<file path="src/rtl/rrsa_pkg.sv">
// Package for the round-robin switch allocator.
// Holds the sizes, item-kind codes and word and struct types that all files share.
// Depends on nothing.
`default_nettype none

package rrsa_pkg;

   localparam int NUM_PORTS = 5;
   localparam int NUM_VCS   = 4;
   localparam int TOTAL_REQ = NUM_PORTS * NUM_VCS;

   // Field widths are fixed by the word format.
   localparam int PORT_W = 3;
   localparam int VC_W   = 2;
   localparam int KIND_W = 2;
   localparam int IDX_W  = $clog2(TOTAL_REQ);

   localparam logic [KIND_W-1:0] KIND_SET   = 2'd0;
   localparam logic [KIND_W-1:0] KIND_CLEAR = 2'd1;
   localparam logic [KIND_W-1:0] KIND_PICK  = 2'd2;

   typedef logic [NUM_PORTS-1:0][NUM_VCS-1:0] rrsa_row_type;

   typedef struct packed {
      logic [KIND_W-1:0] req_type;
      logic [PORT_W-1:0] out_port;
      logic [PORT_W-1:0] in_port;
      logic [VC_W-1:0]   in_vc;
   } rrsa_req_word_type;

   typedef struct packed {
      logic              granted;
      logic [PORT_W-1:0] win_port;
      logic [VC_W-1:0]   win_vc;
   } rrsa_rsp_word_type;

   // State update from the top level to the request table.
   typedef struct packed {
      logic              bit_en;
      logic              bit_val;
      logic              ptr_en;
      logic [PORT_W-1:0] row;
      logic [PORT_W-1:0] in_port;
      logic [VC_W-1:0]   in_vc;
      logic [IDX_W-1:0]  ptr_idx;
   } rrsa_upd_type;

   // Outcome of one round-robin scan.
   typedef struct packed {
      logic              found;
      logic [PORT_W-1:0] win_port;
      logic [VC_W-1:0]   win_vc;
      logic [IDX_W-1:0]  win_idx;
   } rrsa_pick_type;

endpackage

`default_nettype wire

</file>
<file path="src/rtl/rrsa_req_if.sv">
// Valid/ready channel that carries request words into the allocator.
// Depends on rrsa_pkg for the word type.
`default_nettype none

interface rrsa_req_if
   import rrsa_pkg::*;
();
   logic              valid;
   logic              ready;
   rrsa_req_word_type data;

   modport source (output valid, output data, input ready);
   modport sink   (input valid, input data, output ready);
endinterface

`default_nettype wire

</file>
<file path="src/rtl/rrsa_rsp_if.sv">
// Valid/ready channel that carries grant words out of the allocator.
// Depends on rrsa_pkg for the word type.
`default_nettype none

interface rrsa_rsp_if
   import rrsa_pkg::*;
();
   logic              valid;
   logic              ready;
   rrsa_rsp_word_type data;

   modport source (output valid, output data, input ready);
   modport sink   (input valid, input data, output ready);
endinterface

`default_nettype wire

</file>
<file path="src/rtl/round_robin_switch_allocator.sv">
// Top level of the round-robin switch allocator.
// Depends on rrsa_pkg, rrsa_req_if, rrsa_rsp_if, rrsa_req_table and rrsa_rr_pick.
`default_nettype none

//  Channel   Direction  Word                                   Handshake
//  req_chan  in         req_type, out_port, in_port, in_vc      valid/ready
//  rsp_chan  out        granted, win_port, win_vc               valid/ready
//
// An accepted word is held in the input register. A set or clear updates the table,
// and a pick's 20-way rotating scan loads the result register once it has room. A grant
// is then offered from the result register, and a word can enter every cycle unless a pick waits.
// Synchronous reset clears all request bits, points every arbiter just before
// requester 0 and empties both registers. Only a pick waits for room in the result
// register. While it waits the input stalls; set and clear words otherwise pass freely.

module round_robin_switch_allocator
   import rrsa_pkg::*;
(
   input  wire logic  clock,
   input  wire logic  reset,
   rrsa_req_if.sink   req_chan,
   rrsa_rsp_if.source rsp_chan
);

   // Input register.
   logic              in_valid_ff;
   logic              in_valid_in;
   rrsa_req_word_type in_word_ff;

   // Result register.
   logic              rsp_valid_ff;
   logic              rsp_valid_in;
   rrsa_rsp_word_type rsp_word_ff;
   rrsa_rsp_word_type rsp_word_in;

   rrsa_row_type     row;
   logic [IDX_W-1:0] last;
   rrsa_pick_type    pick;
   rrsa_upd_type     upd;

   logic port_ok;
   logic src_ok;
   logic is_setclr;
   logic is_pick;
   logic out_free;
   logic advance;
   logic in_ready;

   // Decode of the held word. Words with out-of-range indices or an unknown
   // kind pass through without effect.
   assign port_ok   = 32'(in_word_ff.out_port) < NUM_PORTS;
   assign src_ok    = (32'(in_word_ff.in_port) < NUM_PORTS) &&
                      (32'(in_word_ff.in_vc) < NUM_VCS);
   assign is_setclr = port_ok && src_ok &&
                      ((in_word_ff.req_type == KIND_SET) || (in_word_ff.req_type == KIND_CLEAR));
   assign is_pick   = port_ok && (in_word_ff.req_type == KIND_PICK);

   // Only a pick needs room in the result register.
   assign out_free = !rsp_valid_ff || rsp_chan.ready;
   assign advance  = in_valid_ff && (!is_pick || out_free);
   assign in_ready = !in_valid_ff || advance;

   rrsa_req_table u_table (
      .clock   (clock),
      .reset   (reset),
      .upd     (upd),
      .rd_port (in_word_ff.out_port),
      .rd_row  (row),
      .rd_last (last)
   );

   rrsa_rr_pick u_pick (
      .row  (row),
      .last (last),
      .pick (pick)
   );

   always_comb begin
      upd.bit_en  = advance && is_setclr;
      upd.bit_val = (in_word_ff.req_type == KIND_SET);
      upd.ptr_en  = advance && is_pick && pick.found;
      upd.row     = in_word_ff.out_port;
      upd.in_port = in_word_ff.in_port;
      upd.in_vc   = in_word_ff.in_vc;
      upd.ptr_idx = pick.win_idx;
   end

   // A grant does not clear its request; an empty row returns all zeros.
   always_comb begin
      rsp_word_in.granted  = pick.found;
      rsp_word_in.win_port = pick.found ? pick.win_port : '0;
      rsp_word_in.win_vc   = pick.found ? pick.win_vc : '0;
   end

   always_comb begin
      if (in_ready) begin
         in_valid_in = req_chan.valid;
      end else begin
         in_valid_in = in_valid_ff;
      end
      if (advance && is_pick) begin
         rsp_valid_in = 1'b1;
      end else if (rsp_chan.ready) begin
         rsp_valid_in = 1'b0;
      end else begin
         rsp_valid_in = rsp_valid_ff;
      end
   end

   always_ff @(posedge clock) begin
      if (reset) begin
         in_valid_ff  <= 1'b0;
         rsp_valid_ff <= 1'b0;
      end else begin
         in_valid_ff  <= in_valid_in;
         rsp_valid_ff <= rsp_valid_in;
      end
   end

   always_ff @(posedge clock) begin
      if (in_ready && req_chan.valid) begin
         in_word_ff <= req_chan.data;
      end
      if (advance && is_pick) begin
         rsp_word_ff <= rsp_word_in;
      end
   end

   assign req_chan.ready = in_ready;
   assign rsp_chan.valid = rsp_valid_ff;
   assign rsp_chan.data  = rsp_word_ff;

endmodule

`default_nettype wire

</file>
<file path="src/rtl/rrsa_req_table.sv">
// Request bit table and last-winner pointers, one row per output port.
// Depends on rrsa_pkg.
`default_nettype none

module rrsa_req_table
   import rrsa_pkg::*;
(
   input  wire logic              clock,
   input  wire logic              reset,
   input  wire rrsa_upd_type      upd,
   input  wire logic [PORT_W-1:0] rd_port,
   output rrsa_row_type           rd_row,
   output logic [IDX_W-1:0]       rd_last
);

   rrsa_row_type     rows_ff [NUM_PORTS];
   logic [IDX_W-1:0] last_ff [NUM_PORTS];

   always_ff @(posedge clock) begin
      if (reset) begin
         for (int p = 0; p < NUM_PORTS; p++) begin
            rows_ff[p] <= '0;
            last_ff[p] <= IDX_W'(TOTAL_REQ - 1);
         end
      end else begin
         if (upd.bit_en) begin
            rows_ff[upd.row][upd.in_port][upd.in_vc] <= upd.bit_val;
         end
         if (upd.ptr_en) begin
            last_ff[upd.row] <= upd.ptr_idx;
         end
      end
   end

   assign rd_row  = rows_ff[rd_port];
   assign rd_last = last_ff[rd_port];

endmodule

`default_nettype wire

</file>
<file path="src/rtl/rrsa_rr_pick.sv">
// Rotating priority encoder: finds the first requester after the last winner.
// Depends on rrsa_pkg.
`default_nettype none

module rrsa_rr_pick
   import rrsa_pkg::*;
(
   input  wire rrsa_row_type     row,
   input  wire logic [IDX_W-1:0] last,
   output rrsa_pick_type         pick
);

   rrsa_pick_type hi_pick;
   rrsa_pick_type any_pick;

   // Two plain priority encodes: one over requesters above the pointer,
   // one over the whole row for the wrap-around case.
   always_comb begin
      hi_pick  = '0;
      any_pick = '0;
      for (int p = NUM_PORTS - 1; p >= 0; p--) begin
         for (int v = NUM_VCS - 1; v >= 0; v--) begin
            if (row[p][v]) begin
               any_pick.found    = 1'b1;
               any_pick.win_port = PORT_W'(p);
               any_pick.win_vc   = VC_W'(v);
               any_pick.win_idx  = IDX_W'(p * NUM_VCS + v);
               if (IDX_W'(p * NUM_VCS + v) > last) begin
                  hi_pick.found    = 1'b1;
                  hi_pick.win_port = PORT_W'(p);
                  hi_pick.win_vc   = VC_W'(v);
                  hi_pick.win_idx  = IDX_W'(p * NUM_VCS + v);
               end
            end
         end
      end
      pick = hi_pick.found ? hi_pick : any_pick;
   end

endmodule

`default_nettype wire

</file>
<file path="src/flat_wrapper.sv">
// flat-port wrapper written by rule: the top's interface ports become plain ports
module round_robin_switch_allocator_flat import rrsa_pkg::*;
  (clock, reset, req_chan_valid, req_chan_data, req_chan_ready, rsp_chan_valid, rsp_chan_data, rsp_chan_ready);
  rrsa_req_if req_chan_i ();
  rrsa_rsp_if rsp_chan_i ();
  input  wire logic clock;
  input  wire logic reset;
  input wire logic [$bits(req_chan_i.valid)-1:0] req_chan_valid;
  input wire logic [$bits(req_chan_i.data)-1:0] req_chan_data;
  output wire logic [$bits(req_chan_i.ready)-1:0] req_chan_ready;
  output wire logic [$bits(rsp_chan_i.valid)-1:0] rsp_chan_valid;
  output wire logic [$bits(rsp_chan_i.data)-1:0] rsp_chan_data;
  input wire logic [$bits(rsp_chan_i.ready)-1:0] rsp_chan_ready;
  assign req_chan_i.valid = req_chan_valid;
  assign req_chan_i.data = req_chan_data;
  assign req_chan_ready = req_chan_i.ready;
  assign rsp_chan_valid = rsp_chan_i.valid;
  assign rsp_chan_data = rsp_chan_i.data;
  assign rsp_chan_i.ready = rsp_chan_ready;
  round_robin_switch_allocator u_core (.clock(clock), .reset(reset), .req_chan(req_chan_i), .rsp_chan(rsp_chan_i));
endmodule
</file>
<file path="config.mk">
export PLATFORM = sky130hd
export DESIGN_NAME = round_robin_switch_allocator_flat
export DESIGN_NICKNAME = d
export VERILOG_FILES = /design/src/rtl/rrsa_pkg.sv /design/src/rtl/rrsa_req_if.sv /design/src/rtl/rrsa_rsp_if.sv /design/src/rtl/round_robin_switch_allocator.sv /design/src/rtl/rrsa_req_table.sv /design/src/rtl/rrsa_rr_pick.sv /design/src/flat_wrapper.sv
export SDC_FILE = /design/constraint.sdc
export NUM_CORES = 1
export LEC_CHECK = 0
export BUFFER_PORTS_ARGS = -buffer_cell sky130_fd_sc_hd__buf_2
export CAP_MARGIN = 15
export CORE_MARGIN = 2
export CORE_UTILIZATION = 30
export DETAILED_ROUTE_END_ITERATION = 6
export PLACE_DENSITY_LB_ADDON = 0.1
export SKIP_CTS_REPAIR_TIMING = 1
export SYNTH_ARGS = -nofsm -noshare
export SYNTH_HDL_FRONTEND = slang
export SYNTH_SLANG_ARGS = --single-unit
</file>
<file path="constraint.sdc">
create_clock -name clock -period 5.7 [get_ports clock]
set_clock_uncertainty 0.05 [all_clocks]
set_input_delay 1.425 -clock clock [delete_from_list [all_inputs] [get_ports clock]]
set_output_delay 1.425 -clock clock [all_outputs]
set_load 0.03 [all_outputs]
</file>
* After elaboration in Yosys (flattened, before gate mapping)
Memory sizes are Yosys's and may differ from the RTL's. A register that Yosys moved wholly into a read port is not among the register bits. Index checks and enable logic that the tools add are counted.
Operators by class: $lt $le $gt $ge 26, equal/unequal tests 2, muxes and demuxes 83, reductions and logical operators 21
Operator list (count):
- 2-to-1 mux 11 bit | 61
- 2-to-1 mux 20 bit | 3
- greater-than comparator 4 x 5 -> 1 bit, first input constant | 8
- greater-than comparator 3 x 5 -> 1 bit, first input constant | 4
- greater-than comparator 5 bit, first input constant | 4
- OR reduction 20 bit | 1
- demux 4 bit (select 3 bit) | 1
- 2-to-1 mux 3 bit | 4
- 2-to-1 mux 1 bit | 11
- greater-than comparator 1 x 5 -> 1 bit, first input constant | 2
- greater-than comparator 2 x 5 -> 1 bit, first input constant | 2
- logical AND 1 bit | 10
- less-than comparator 3 bit, second input constant | 2
- 2-to-1 mux 5 bit | 1
- OR reduction 5 bit | 1
- logical OR 1 bit | 4
- less-than comparator 3 x 4 -> 1 bit, second input constant | 1
- 2-to-1 mux 4 bit | 1
- greater-or-equal comparator 3 x 1 -> 1 bit, second input constant | 1
- zero test 1 bit | 3
- less-than comparator 2 x 3 -> 1 bit, second input constant | 1
- demux 1 bit (select 2 bit) | 1
- == test 2 x 1 -> 1 bit, second input constant | 1
- == test 2 bit, second input constant | 1
- other kinds (3) | 3
Storage, ports and cells: bits in registers 18, bits in writable memories 125, output and inout port bits 8, word-level logic and storage cells 143, memories 2
Memory list:
- u_core.u_table.rows_ff | words 5, width 20, read ports 1, clocked after memory_dff 1, write ports 5, line rrsa_req_table.sv:16 | rrsa_row_type rows_ff [NUM_PORTS];
- u_core.u_table.last_ff | words 5, width 5, read ports 1, clocked after memory_dff 1, write ports 5, line rrsa_req_table.sv:17 | logic [IDX_W-1:0] last_ff [NUM_PORTS];

* Depth between registers and ports, before layout
Gate-level depths: netlist of the first run.
depth after elaboration 48, depth in mapped cells 14, mapped depth without buffers 9

* By module
From an unflattened synthesis of the first run, not the netlist that was laid out.
Second synthesis, totals: cell total of the unflattened synthesis 898, area, all modules 11891.4 sq um
Modules (own cells, without submodules):
- rrsa_req_table | times used 1, cells an instance 722, area an instance 10361.2 sq um, sequential area each 6005.8 sq um
- rrsa_rr_pick | times used 1, cells an instance 138, area an instance 842.1 sq um, sequential area each 0.0 sq um
- round_robin_switch_allocator | times used 1, cells an instance 38, area an instance 688.2 sq um, sequential area each 520.5 sq um

* Worst setup path before layout of the first run
Ideal clock, no wire load.
kind input to output, start input rsp_chan_ready, end output req_chan_ready, arrival time 1.900 ns, data required time 4.225 ns, path slack 2.325 ns, stages on the path 2, path through nor2b_1 -> nand2b_1
Between the ends: cells in the longest elaborated chain, start to end 4
RTL lines:
- from (decl) | line flat_wrapper.sv:13 | input wire logic [$bits(rsp_chan_i.ready)-1:0] rsp_chan_ready;
- logical OR 1 bit | line round_robin_switch_allocator.sv:59 | assign out_free = !rsp_valid_ff || rsp_chan.ready;
- logical OR 1 bit | line round_robin_switch_allocator.sv:60 | assign advance = in_valid_ff && (!is_pick || out_free);
- logical AND 1 bit | line round_robin_switch_allocator.sv:60
- logical OR 1 bit | line round_robin_switch_allocator.sv:61 | assign in_ready = !in_valid_ff || advance;
- to (decl) | line flat_wrapper.sv:10 | output wire logic [$bits(req_chan_i.ready)-1:0] req_chan_ready;
Every way passes these cells.

==> flow_summary.yaml, run 1 <==
outcome:
  status: "finished clean"
clock_network:
  cts_root_buf: "clkbuf_16"
  cts.sinks: 221
  clk_pin_slew_ns: 0.05
  numCtsBuffers: 27
  cts_tree: "yes"
  htreeDepth: 1
  cts_max_path_buffers: 3
  clock_latency_ns: 0.55
yosys:
  synth.most_common_cell: "edfxtp_1"
  yosysWarnings: 0
  synth.top_cell.area_share_pct: 57.07
  ys_types: 71
  synthArstFlopShare_pct: 0
  synth_seq_area_share_pct: 57.95
  synth-seq-cells: 221
  yosysTopAreaCell: "edfxtp_1"
  syn_inst: 910
  syn_area_mm2: 0.01137
  synth_edf_count: 216
  synthFlopType: "edfxtp_1"
  syn_avg_cell_area_um2: 12.49
  ys_top_cells_by_count: "edfxtp_1, nor2_1, o21bai_1"
  synth.top_cells.by_area: "edfxtp_1, mux4_2, o21bai_1"
global_routing:
  grtUsageTotal_pct: 16.73
  grt_pass1_wl_mm: 48.59
  grt_start_max_net_pins: 103
  grt_overflow: 0
  grt_pass1_vias: 7485
  antenna_found_initial: 0
critical_path:
  reg2reg_slack_ns: 1.23
  required_ns: 5.90
  arrival_ns: 4.66
  critPathMaxFanout: 42
  critPathCaptureType: "register"
  critPathLaunchType: "register"
  critPathKind: "reg2reg"
power:
  vdd_drop_max_mv: 0.2168
  internal_power_mw: 3.142
  power.density_mw_per_mm2: 329.9
  comb_power_share_pct: 15.3
  p_sw_mw: 1.151
  p_seq_share_pct: 46.0
  leakagePower_nw: 4.448
  pwr-share-clk_pct: 38.7
  p_sw_share_pct: 26.82
finish:
  final_nets: 1001
  antennaDiodeCount: 0
  fill_cells: 3819
  drive_above_1_share_pct: 14.23
  syn2layout_area_growth_pct: 14.50
  multi_input_area_mm2: 0.004664
  ff_latch_area_mm2: 0.006591
sta:
  relSlewSlack_pct: 26.31
  fin_crit_ns: 4.466
  drv_slew: 0
  tightest_slew_ns: 1.103
  fmax_mhz: 223.9
  setup_viol: 0
  fin_crit_sh_pct: 78.35
  final.setup.worst_slack_ns: 1.234
  hold_violations: 0
  rsz0062_at_grt: "false"
  timing.setup.tns_ns: 0
  fin_hold_ws_ns: 0.6087
route:
  dr_total_vias: 7508
  wl_met2_mm: 15.67
  wl_mm: 32.51
  drt_iter0_markers: 611
  remaining_drc_errors: 0
  via_per_inst: 4.953
  top_layer: "met4"
  drt-met1-wl_mm: 15.02
  routed-wl-met3_mm: 1.161
  ant_nets: 0
  wire_per_inst_um: 21.44
  firstDrtPassIters: 5
die:
  row_count: 71
  die_w_um: 198.6
  num_io_pins: 22
  fp.dieArea_mm2: 0.03946
  start_util_pct: 30.32
  core_mm2: 0.03749
  die_y_um: 198.6
hold_path:
  hold_path.class: "reg2reg"
job:
  drv_cap: 0
placed_design:
  port-buffer-count: 21
  place_ws_ns: 1.130
  gp_congestion: 0.8333
  dp_hpwl_mm: 21.01
## layout make-up
cell class                      instances  area share [%]
Clock buffer                           33           5.365
Clock inverter                         14           1.038
Inverter                               14          0.4230
Multi-Input combinational cell        687           35.84
Sequential cell                       221           50.65
Tap cell                              511           4.913
Timing Repair Buffer                   36           1.769
## cells in the final DEF (no fill, tap or decap), types with 4 or more instances in the layout
cell	count
o22ai_1	5
a211oi_1	6
nor2_1	154
inv_1	13
edfxtp_1	216
nand4_1	7
a31oi_1	4
and2_1	5
and3_1	4
buf_4	14
mux2_2	17
a21oi_1	16
or3_1	9
o21ai_0	8
mux4_2	42
nor3_1	24
o21a_1	5
nand2b_1	14
buf_2	21
clkinv_1	8
o21bai_1	93
or2_2	5
nand3_1	22
clkbuf_16	27
nand2_1	67
o211ai_1	5
conb_1	75
mux2i_1	29
a21o_1	11
clkbuf_1	6
nor2b_1	10
## critical path, cell delays in order (launching register included)
cell and delay, ns:
dfxtp_4 0.83, mux4_2 0.61, mux2i_1 0.63, nand2_1 0.36, nor3_1 0.59, or4_4 0.24
nor3_2 0.05, a2bb2oi_1 0.61, inv_1 0.17
## power by group through the flow
| stage | logic (mW) | registers [mW] | clock network [mW] |
|---|---|---|---|
| 2_1_floorplan | 0.482 | 1.96 | 0 |
| 3_3_place_gp | 0.661 | 2.01 | 0 |
| 3_5_place_dp | 0.657 | 2.01 | 0 |
| 4_1_cts | 0.660 | 1.98 | 1.71 |
| 5_1_grt | 0.716 | 1.99 | 1.77 |
| 6_report | 0.655 | 1.98 | 1.66 |
## sequential cells by signal, summed over array words and instances, names as in the netlist, named ones only
signal,count
u_core.in_valid_ff,1
u_core.in_word_ff,10
u_core.rsp_chan.valid,1
u_core.u_table.rows_ff,160
u_core.u_table.last_ff,40
u_core.rsp_chan.data,6
## path summary, 6_finish.rpt
kind	startpoint	to	depth (start not counted)
worst max-delay path	register	u_core.u_table.last_ff[7][2]$_DFFE_PP_	8
worst min-delay path	u_core.rsp_chan.valid$_SDFFE_PP0P_	u_core.rsp_chan.valid$_SDFFE_PP0P_	3
worst max register to register	register	u_core.u_table.last_ff[7][2]$_DFFE_PP_	8
worst min register to register	u_core.rsp_chan.valid$_SDFFE_PP0P_	u_core.rsp_chan.valid$_SDFFE_PP0P_	3
## cells by family after synthesis
kind of cell	count (synthesis)	share of synthesized area (%)
buffers and inverters	76	3.523
other	1	0.03299
muxes	90	13.02
DFF	221	57.95
AOI/OAI and AO/OA	181	11.67
and+or+nand+nor	341	13.80
## through the flow
stage / area [um2] / cells / utilization [%] / total power, mW
finish: 13010 / 1516 / 34.71 / 4.293
CTS: 13010 / 1516 / 34.71 / 4.347
floorplan: 11640 / 984 / - / 2.446
global placement: 12180 / 1469 / 32.49 / 2.674
global route: 13010 / 1516 / 34.71 / 4.471
detailed placement: 12180 / 1469 / 32.49 / 2.668
## layer usage
metal  vias up  global-route usage, %
li1       3515                      -
met3        40                  2.255
met5         -                      0
met1      3829                  22.85
met4         0                  3.538
met2       124                  28.40
(Power assumes the default switching activity.)
==> run 2, diff against run 1 <==
--- a/config.mk
+++ b/config.mk
@@ -5,6 +5,7 @@
 export SDC_FILE = /design/constraint.sdc
 export NUM_CORES = 1
 export LEC_CHECK = 0
+export ABC_AREA = 1
 export BUFFER_PORTS_ARGS = -buffer_cell sky130_fd_sc_hd__buf_2
 export CAP_MARGIN = 15
 export CORE_MARGIN = 2
==> constraint.sdc (replaced) <==
create_clock -name clock -period 4.15 [get_ports clock]
set_clock_uncertainty 0.05 [all_clocks]
set_input_delay 1.0375 -clock clock [delete_from_list [all_inputs] [get_ports clock]]
set_output_delay 1.0375 -clock clock [all_outputs]
set_load 0.03 [all_outputs]
==> flow_summary.yaml, run 2 <==
outcome:
  status: "finished clean"
global_routing:
  grt_pass1_wl_mm: 48.65
  antenna_found_initial: 0
  grt_overflow: 0
  grt_start_max_net_pins: 101
  grtUsageTotal_pct: 16.36
  grt_pass1_vias: 8384
finish:
  final_cell_mix: "nand2_1, edfxtp_1, nor2_1, o21ai_0, inv_1"
  mostFrequentLayoutCell: "nand2_1"
  final_nets: 1350
  antennaDiodeCount: 0
  fill_cells: 3800
  syn2layout_area_growth_pct: 16.19
  largest_reg_flops: 160
  largestRegisters: "u_core.u_table.rows_ff x160, u_core.u_table.last_ff x40, u_core.in_word_ff x10"
  drive_above_1_share_pct: 9.941
  regMostFlops: "u_core.u_table.rows_ff"
route:
  firstDrtPassIters: 5
  wl_mm: 31.40
  top_layer: "met4"
  drt_iter0_markers: 607
  wl_met2_mm: 14.36
  wire_per_inst_um: 17.20
  ant_nets: 0
  routed-wl-met3_mm: 1.308
  via_per_inst: 4.714
  drt-met1-wl_mm: 14.93
  dr_total_vias: 8607
  remaining_drc_errors: 0
sta:
  timing.setup.tns_ns: 0
  hold_violations: 0
  tightest_slew_ns: 0.8822
  relSlewSlack_pct: 40.64
  fmax_mhz: 278.0
  drv_slew: 0
  setup_viol: 0
  final.setup.worst_slack_ns: 0.5528
  rsz0062_at_grt: "false"
  fin_crit_sh_pct: 86.68
  fin_hold_ws_ns: 0.4588
  fin_crit_ns: 3.597
die:
  die_w_um: 197.1
  num_io_pins: 22
  die_y_um: 197.1
  core_mm2: 0.03670
  start_util_pct: 30.47
  fp.dieArea_mm2: 0.03884
  row_count: 70
yosys:
  synthArstFlopShare_pct: 0
  synthFlopType: "edfxtp_1"
  syn_avg_cell_area_um2: 8.911
  syn_area_mm2: 0.01118
  synth.top_cell.area_share_pct: 58.00
  synth.most_common_cell: "nand2_1"
  syn_inst: 1255
  synth.top_cells.by_area: "edfxtp_1, nand2_1, nor2_1"
  yosysTopAreaCell: "edfxtp_1"
  yosysWarnings: 0
  ys_top_cells_by_count: "nand2_1, edfxtp_1, nor2_1"
  synth_edf_count: 216
  synth_seq_area_share_pct: 58.89
  synth-seq-cells: 221
  ys_types: 42
power:
  leakagePower_nw: 5.258
  power.density_mw_per_mm2: 470.3
  vdd_drop_max_mv: 0.3407
  power.total_mw: 6.111
clock_network:
  clk_pin_slew_ns: 0.06
  clock_latency_ns: 0.54
  htreeDepth: 1
  cts_tree: "yes"
  cts_max_path_buffers: 3
  cts_root_buf: "clkbuf_16"
  cts.sinks: 221
  numCtsBuffers: 28
critical_path:
  reg2reg_to: "u_core.u_table.last_ff[4][1]$_SDFFCE_PN1P_"
  arrival_ns: 3.76
  reg2reg_slack_ns: 0.55
  critPathMaxFanout: 23
  rr_worst_depth: 21
  critPathLaunchType: "register"
  critPathCaptureType: "register"
  required_ns: 4.32
  critPathKind: "reg2reg"
job:
  drv_cap: 0
placed_design:
  port-buffer-count: 21
  gp_congestion: 0.7909
  place_ws_ns: 0.4789
  dp_hpwl_mm: 20.33
hold_path:
  hold_path.class: "reg2reg"
  holdCritStartpoint: "u_core.rsp_chan.valid$_SDFFE_PP0P_"
  holdPathStages: 2
  holdPathEnd: "u_core.rsp_chan.valid$_SDFFE_PP0P_"
## run 2: cell type report
class,count,area (um2),area share [%]
Clock inverter,20,173.9,1.338
Clock buffer,32,737.0,5.672
Inverter,117,440.4,3.390
Multi-Input combinational cell,922,4098,31.54
Sequential cell,221,6591,50.73
Timing Repair Buffer,46,367.9,2.831
Tap cell,468,585.6,4.507
## run 2: critical path, stage by stage (launching register included)
cell	delay [ns]
dfxtp_2	0.34
inv_2	0.44
nor2_1	0.10
o21ai_0	0.09
nand2_1	0.07
nand2_1	0.10
o21ai_4	0.13
nor2_4	0.15
inv_2	0.07
a21oi_1	0.25
o21ai_1	0.13
nand2_1	0.15
clkinv_1	0.11
nand4_2	0.10
nor2_2	0.06
nand2_4	0.09
nor2_4	0.04
nand2_4	0.08
nand3_4	0.17
nor2_4	0.23
inv_2	0.06
nand2_1	0.21
## run 2: per-layer routing
metal	GRT usage, %	vias up
li1	-	4291
met1	23.04	4103
met2	26.62	165
met3	2.151	48
met4	4.288	0
met5	0	-
## run 2: how the worst max path moves through the flow
stage / to / slack [ns]
after floorplan: u_core.u_table.rows_ff[0][3]$_SDFFCE_PN0P_ / 0.99
after global placement: u_core.u_table.last_ff[4][0]$_SDFFCE_PN1P_ / 0.41
after detailed placement: u_core.u_table.last_ff[0][1]$_SDFFCE_PN1P_ / 0.48
after CTS: u_core.u_table.last_ff[4][1]$_SDFFCE_PN1P_ / 0.45
after global routing: u_core.u_table.last_ff[4][1]$_SDFFCE_PN1P_ / 0.21
final: u_core.u_table.last_ff[4][1]$_SDFFCE_PN1P_ / 0.55
## run 2: metrics by stage
step                cells  instance area, um2  util [%]
floorplan            1329               11460         -
global placement     1774               12080     32.93
detailed placement   1774               12080     32.93
CTS                  1826               12990     35.41
global route         1826               12990     35.41
finish               1826               12990     35.41
## run 2: report_power, final
part | leakage (nW) | switching [mW] | internal, mW
clock network | 0.453 | 0.969 | 1.45
logic | 2.56 | 0.750 | 0.271
registers | 2.25 | 0.0431 | 2.63
## run 2: cell families (layout without fill, tap and decap cells)
group | count (synthesis) | after routing | share of synthesized area [%]
simple gates | 663 | 663 | 24.83
flops | 221 | 221 | 58.89
other cells | 1 | 75 | 0.03353
compound gates | 184 | 184 | 9.231
buf+inv | 186 | 215 | 7.015
==> run 3, diff against run 2 <==
--- a/config.mk
+++ b/config.mk
@@ -5,7 +5,6 @@
 export SDC_FILE = /design/constraint.sdc
 export NUM_CORES = 1
 export LEC_CHECK = 0
-export ABC_AREA = 1
 export BUFFER_PORTS_ARGS = -buffer_cell sky130_fd_sc_hd__buf_2
 export CAP_MARGIN = 15
 export CORE_MARGIN = 2
==> flow_summary.yaml, run 3 (synthesized netlist as in run 1, its figures left out) <==
outcome:
  status: "finished clean"
critical_path:
  rr_worst_depth: 10
  cpMaxStageDelayCell: "dfxtp_4"
  critPathKind: "reg2reg"
  critPathTopFamily: "simple AND/OR/NAND/NOR gates"
  arrival_ns: 4.22
  reg2reg_to: "u_core.u_table.last_ff[7][1]$_DFFE_PP_"
  slowest_delay_ns: 0.61
  reg2reg_slack_ns: 0.28
  critPathLaunchType: "register"
  critPathMaxFanout: 14
  crit_chain: "buf_4 > nand2b_1 > nor3_1 > nor4_1 > a211oi_1 > a31o_1 > or4_4 > nor3_2 > o211ai_1 > nand2_1"
  critPathCaptureType: "register"
  crit_buf_inv: 1
  required_ns: 4.50
global_routing:
  grt_start_max_net_pins: 103
  top_usage_layer: "met2"
  use_met3_pct: 2.594
  met2_usage_pct: 27.48
  grt_pass1_wl_mm: 49.17
  antenna_found_initial: 1
  grt_pass1_vias: 7411
  grt_overflow: 0
  grt_use_met1_pct: 23.86
  grtUsageTotal_pct: 16.99
sta:
  timing.setup.tns_ns: 0
  final.setup.worst_slack_ns: 0.2775
  drv_slew: 0
  setup_viol: 0
  fmax_mhz: 258.2
  tightest_slew_ns: 1.071
  relSlewSlack_pct: 28.61
  fin_crit_sh_pct: 93.31
  hold_violations: 0
  fin_crit_ns: 3.872
  rsz0062_at_grt: "false"
route:
  drt_iter0_markers: 535
  remaining_drc_errors: 0
  dr_total_vias: 7579
  wl_mm: 32.73
  ant_nets: 0
  via_per_inst: 4.921
  firstDrtPassIters: 5
  wire_per_inst_um: 21.25
die:
  core_mm2: 0.03749
  fp.dieArea_mm2: 0.03946
  start_util_pct: 30.32
  die_y_um: 198.6
  row_count: 71
  die_w_um: 198.6
  num_io_pins: 22
finish:
  final_nets: 1022
  largest_reg_flops: 160
  antennaDiodeCount: 0
  mostFrequentLayoutCell: "edfxtp_1"
  final_cell_mix: "edfxtp_1, nor2_1, o21bai_1, conb_1, nand2_1"
  syn2layout_area_growth_pct: 16.58
  drive_above_1_share_pct: 16.52
  fill_cells: 3820
  regMostFlops: "u_core.u_table.rows_ff"
  largestRegisters: "u_core.u_table.rows_ff x160, u_core.u_table.last_ff x40, u_core.in_word_ff x10"
  final_util_pct: 35.34
  instances_no_fill: 1540
clock_network:
  numCtsBuffers: 27
  cts_max_path_buffers: 3
  cts.sinks: 221
  clock_latency_ns: 0.57
  clk_pin_slew_ns: 0.06
  htreeDepth: 1
  cts_tree: "yes"
  cts_root_buf: "clkbuf_16"
power:
  vdd_drop_max_mv: 0.3091
  power.total_mw: 5.994
  leakagePower_nw: 4.578
  power.density_mw_per_mm2: 452.4
hold_path:
  hold_path.class: "in2reg"
  holdPathStages: 1
  holdPathEnd: "u_core.in_word_ff[8]$_DFFE_PP_"
  holdCritStartpoint: "req_chan_data[8]"
placed_design:
  port-buffer-count: 21
  dp_cells: 1489
  dp_hpwl_mm: 21.60
  gp_congestion: 0.8150
  place_ws_ns: 0.1585
job:
  drv_cap: 0
## run 3: cell types whose count changed in the layout (fill, tap and decap cells not counted), moves of 14 or more
cell / before / now
nand2_1: 362 / 67
o21bai_1: 0 / 93
o21ai_0: 100 / 8
inv_1: 98 / 13
mux4_2: 0 / 42
nor3_1: 54 / 23
mux2i_1: 0 / 29
nand3_1: 47 / 22
o22ai_1: 23 / 5
mux2_2: 0 / 17
inv_2: 16 / 0
o21ai_1: 17 / 1
nand2b_1: 0 / 14
## run 3: cell type report
class,count,area [um2],area share [%]
Clock buffer,38,726.9,5.486
Clock inverter,12,132.6,1.001
Inverter,14,55.05,0.4155
Multi-Input combinational cell,687,4669,35.24
Sequential cell,221,6594,49.76
Tap cell,511,639.4,4.825
Timing Repair Buffer,57,432.9,3.267
## run 3: worst max path at each step
stage	from	endpoint	slack, ns	depth (start not counted)
2_1_floorplan	register	u_core.u_table.last_ff[0][0]$_SDFFCE_PN1P_	0.97	13
3_3_place_gp	register	u_core.u_table.last_ff[7][1]$_DFFE_PP_	0.11	9
3_5_place_dp	register	u_core.u_table.last_ff[6][1]$_DFFE_PP_	0.16	10
4_1_cts	register	u_core.u_table.last_ff[6][1]$_DFFE_PP_	0.12	10
5_1_grt	register	u_core.u_table.last_ff[6][0]$_DFFE_PP_	0.04	9
6_report	register	u_core.u_table.last_ff[7][1]$_DFFE_PP_	0.28	10
## run 3: power breakdown
group	internal [mW]	switching [mW]
combinational	0.365	0.586
clock	1.35	0.990
sequential	2.62	0.0815
total	4.34	1.66
## run 3: worst register-to-register path: stages (launching register included)
cell	delay (ns)
dfxtp_4	0.61
buf_4	0.27
nand2b_1	0.21
nor3_1	0.10
nor4_1	0.48
a211oi_1	0.20
a31o_1	0.27
or4_4	0.58
nor3_2	0.26
o211ai_1	0.43
nand2_1	0.24
## run 3: through the flow
stage / hold WS (ns) / area, um2
2_1_floorplan: 0.5019 / 11640
3_3_place_gp: 0.6010 / 12360
3_5_place_dp: 0.6096 / 12360
4_1_cts: 0.5690 / 13220
5_1_grt: 0.5736 / 13250
6_report: 0.5860 / 13250
## run 3: layer usage
metal / routed length, um / up-vias
met5: 0 / -
li1: - / 3554
met4: 779 / 0
met3: 1452 / 46
met1: 15050 / 3808
met2: 15450 / 171
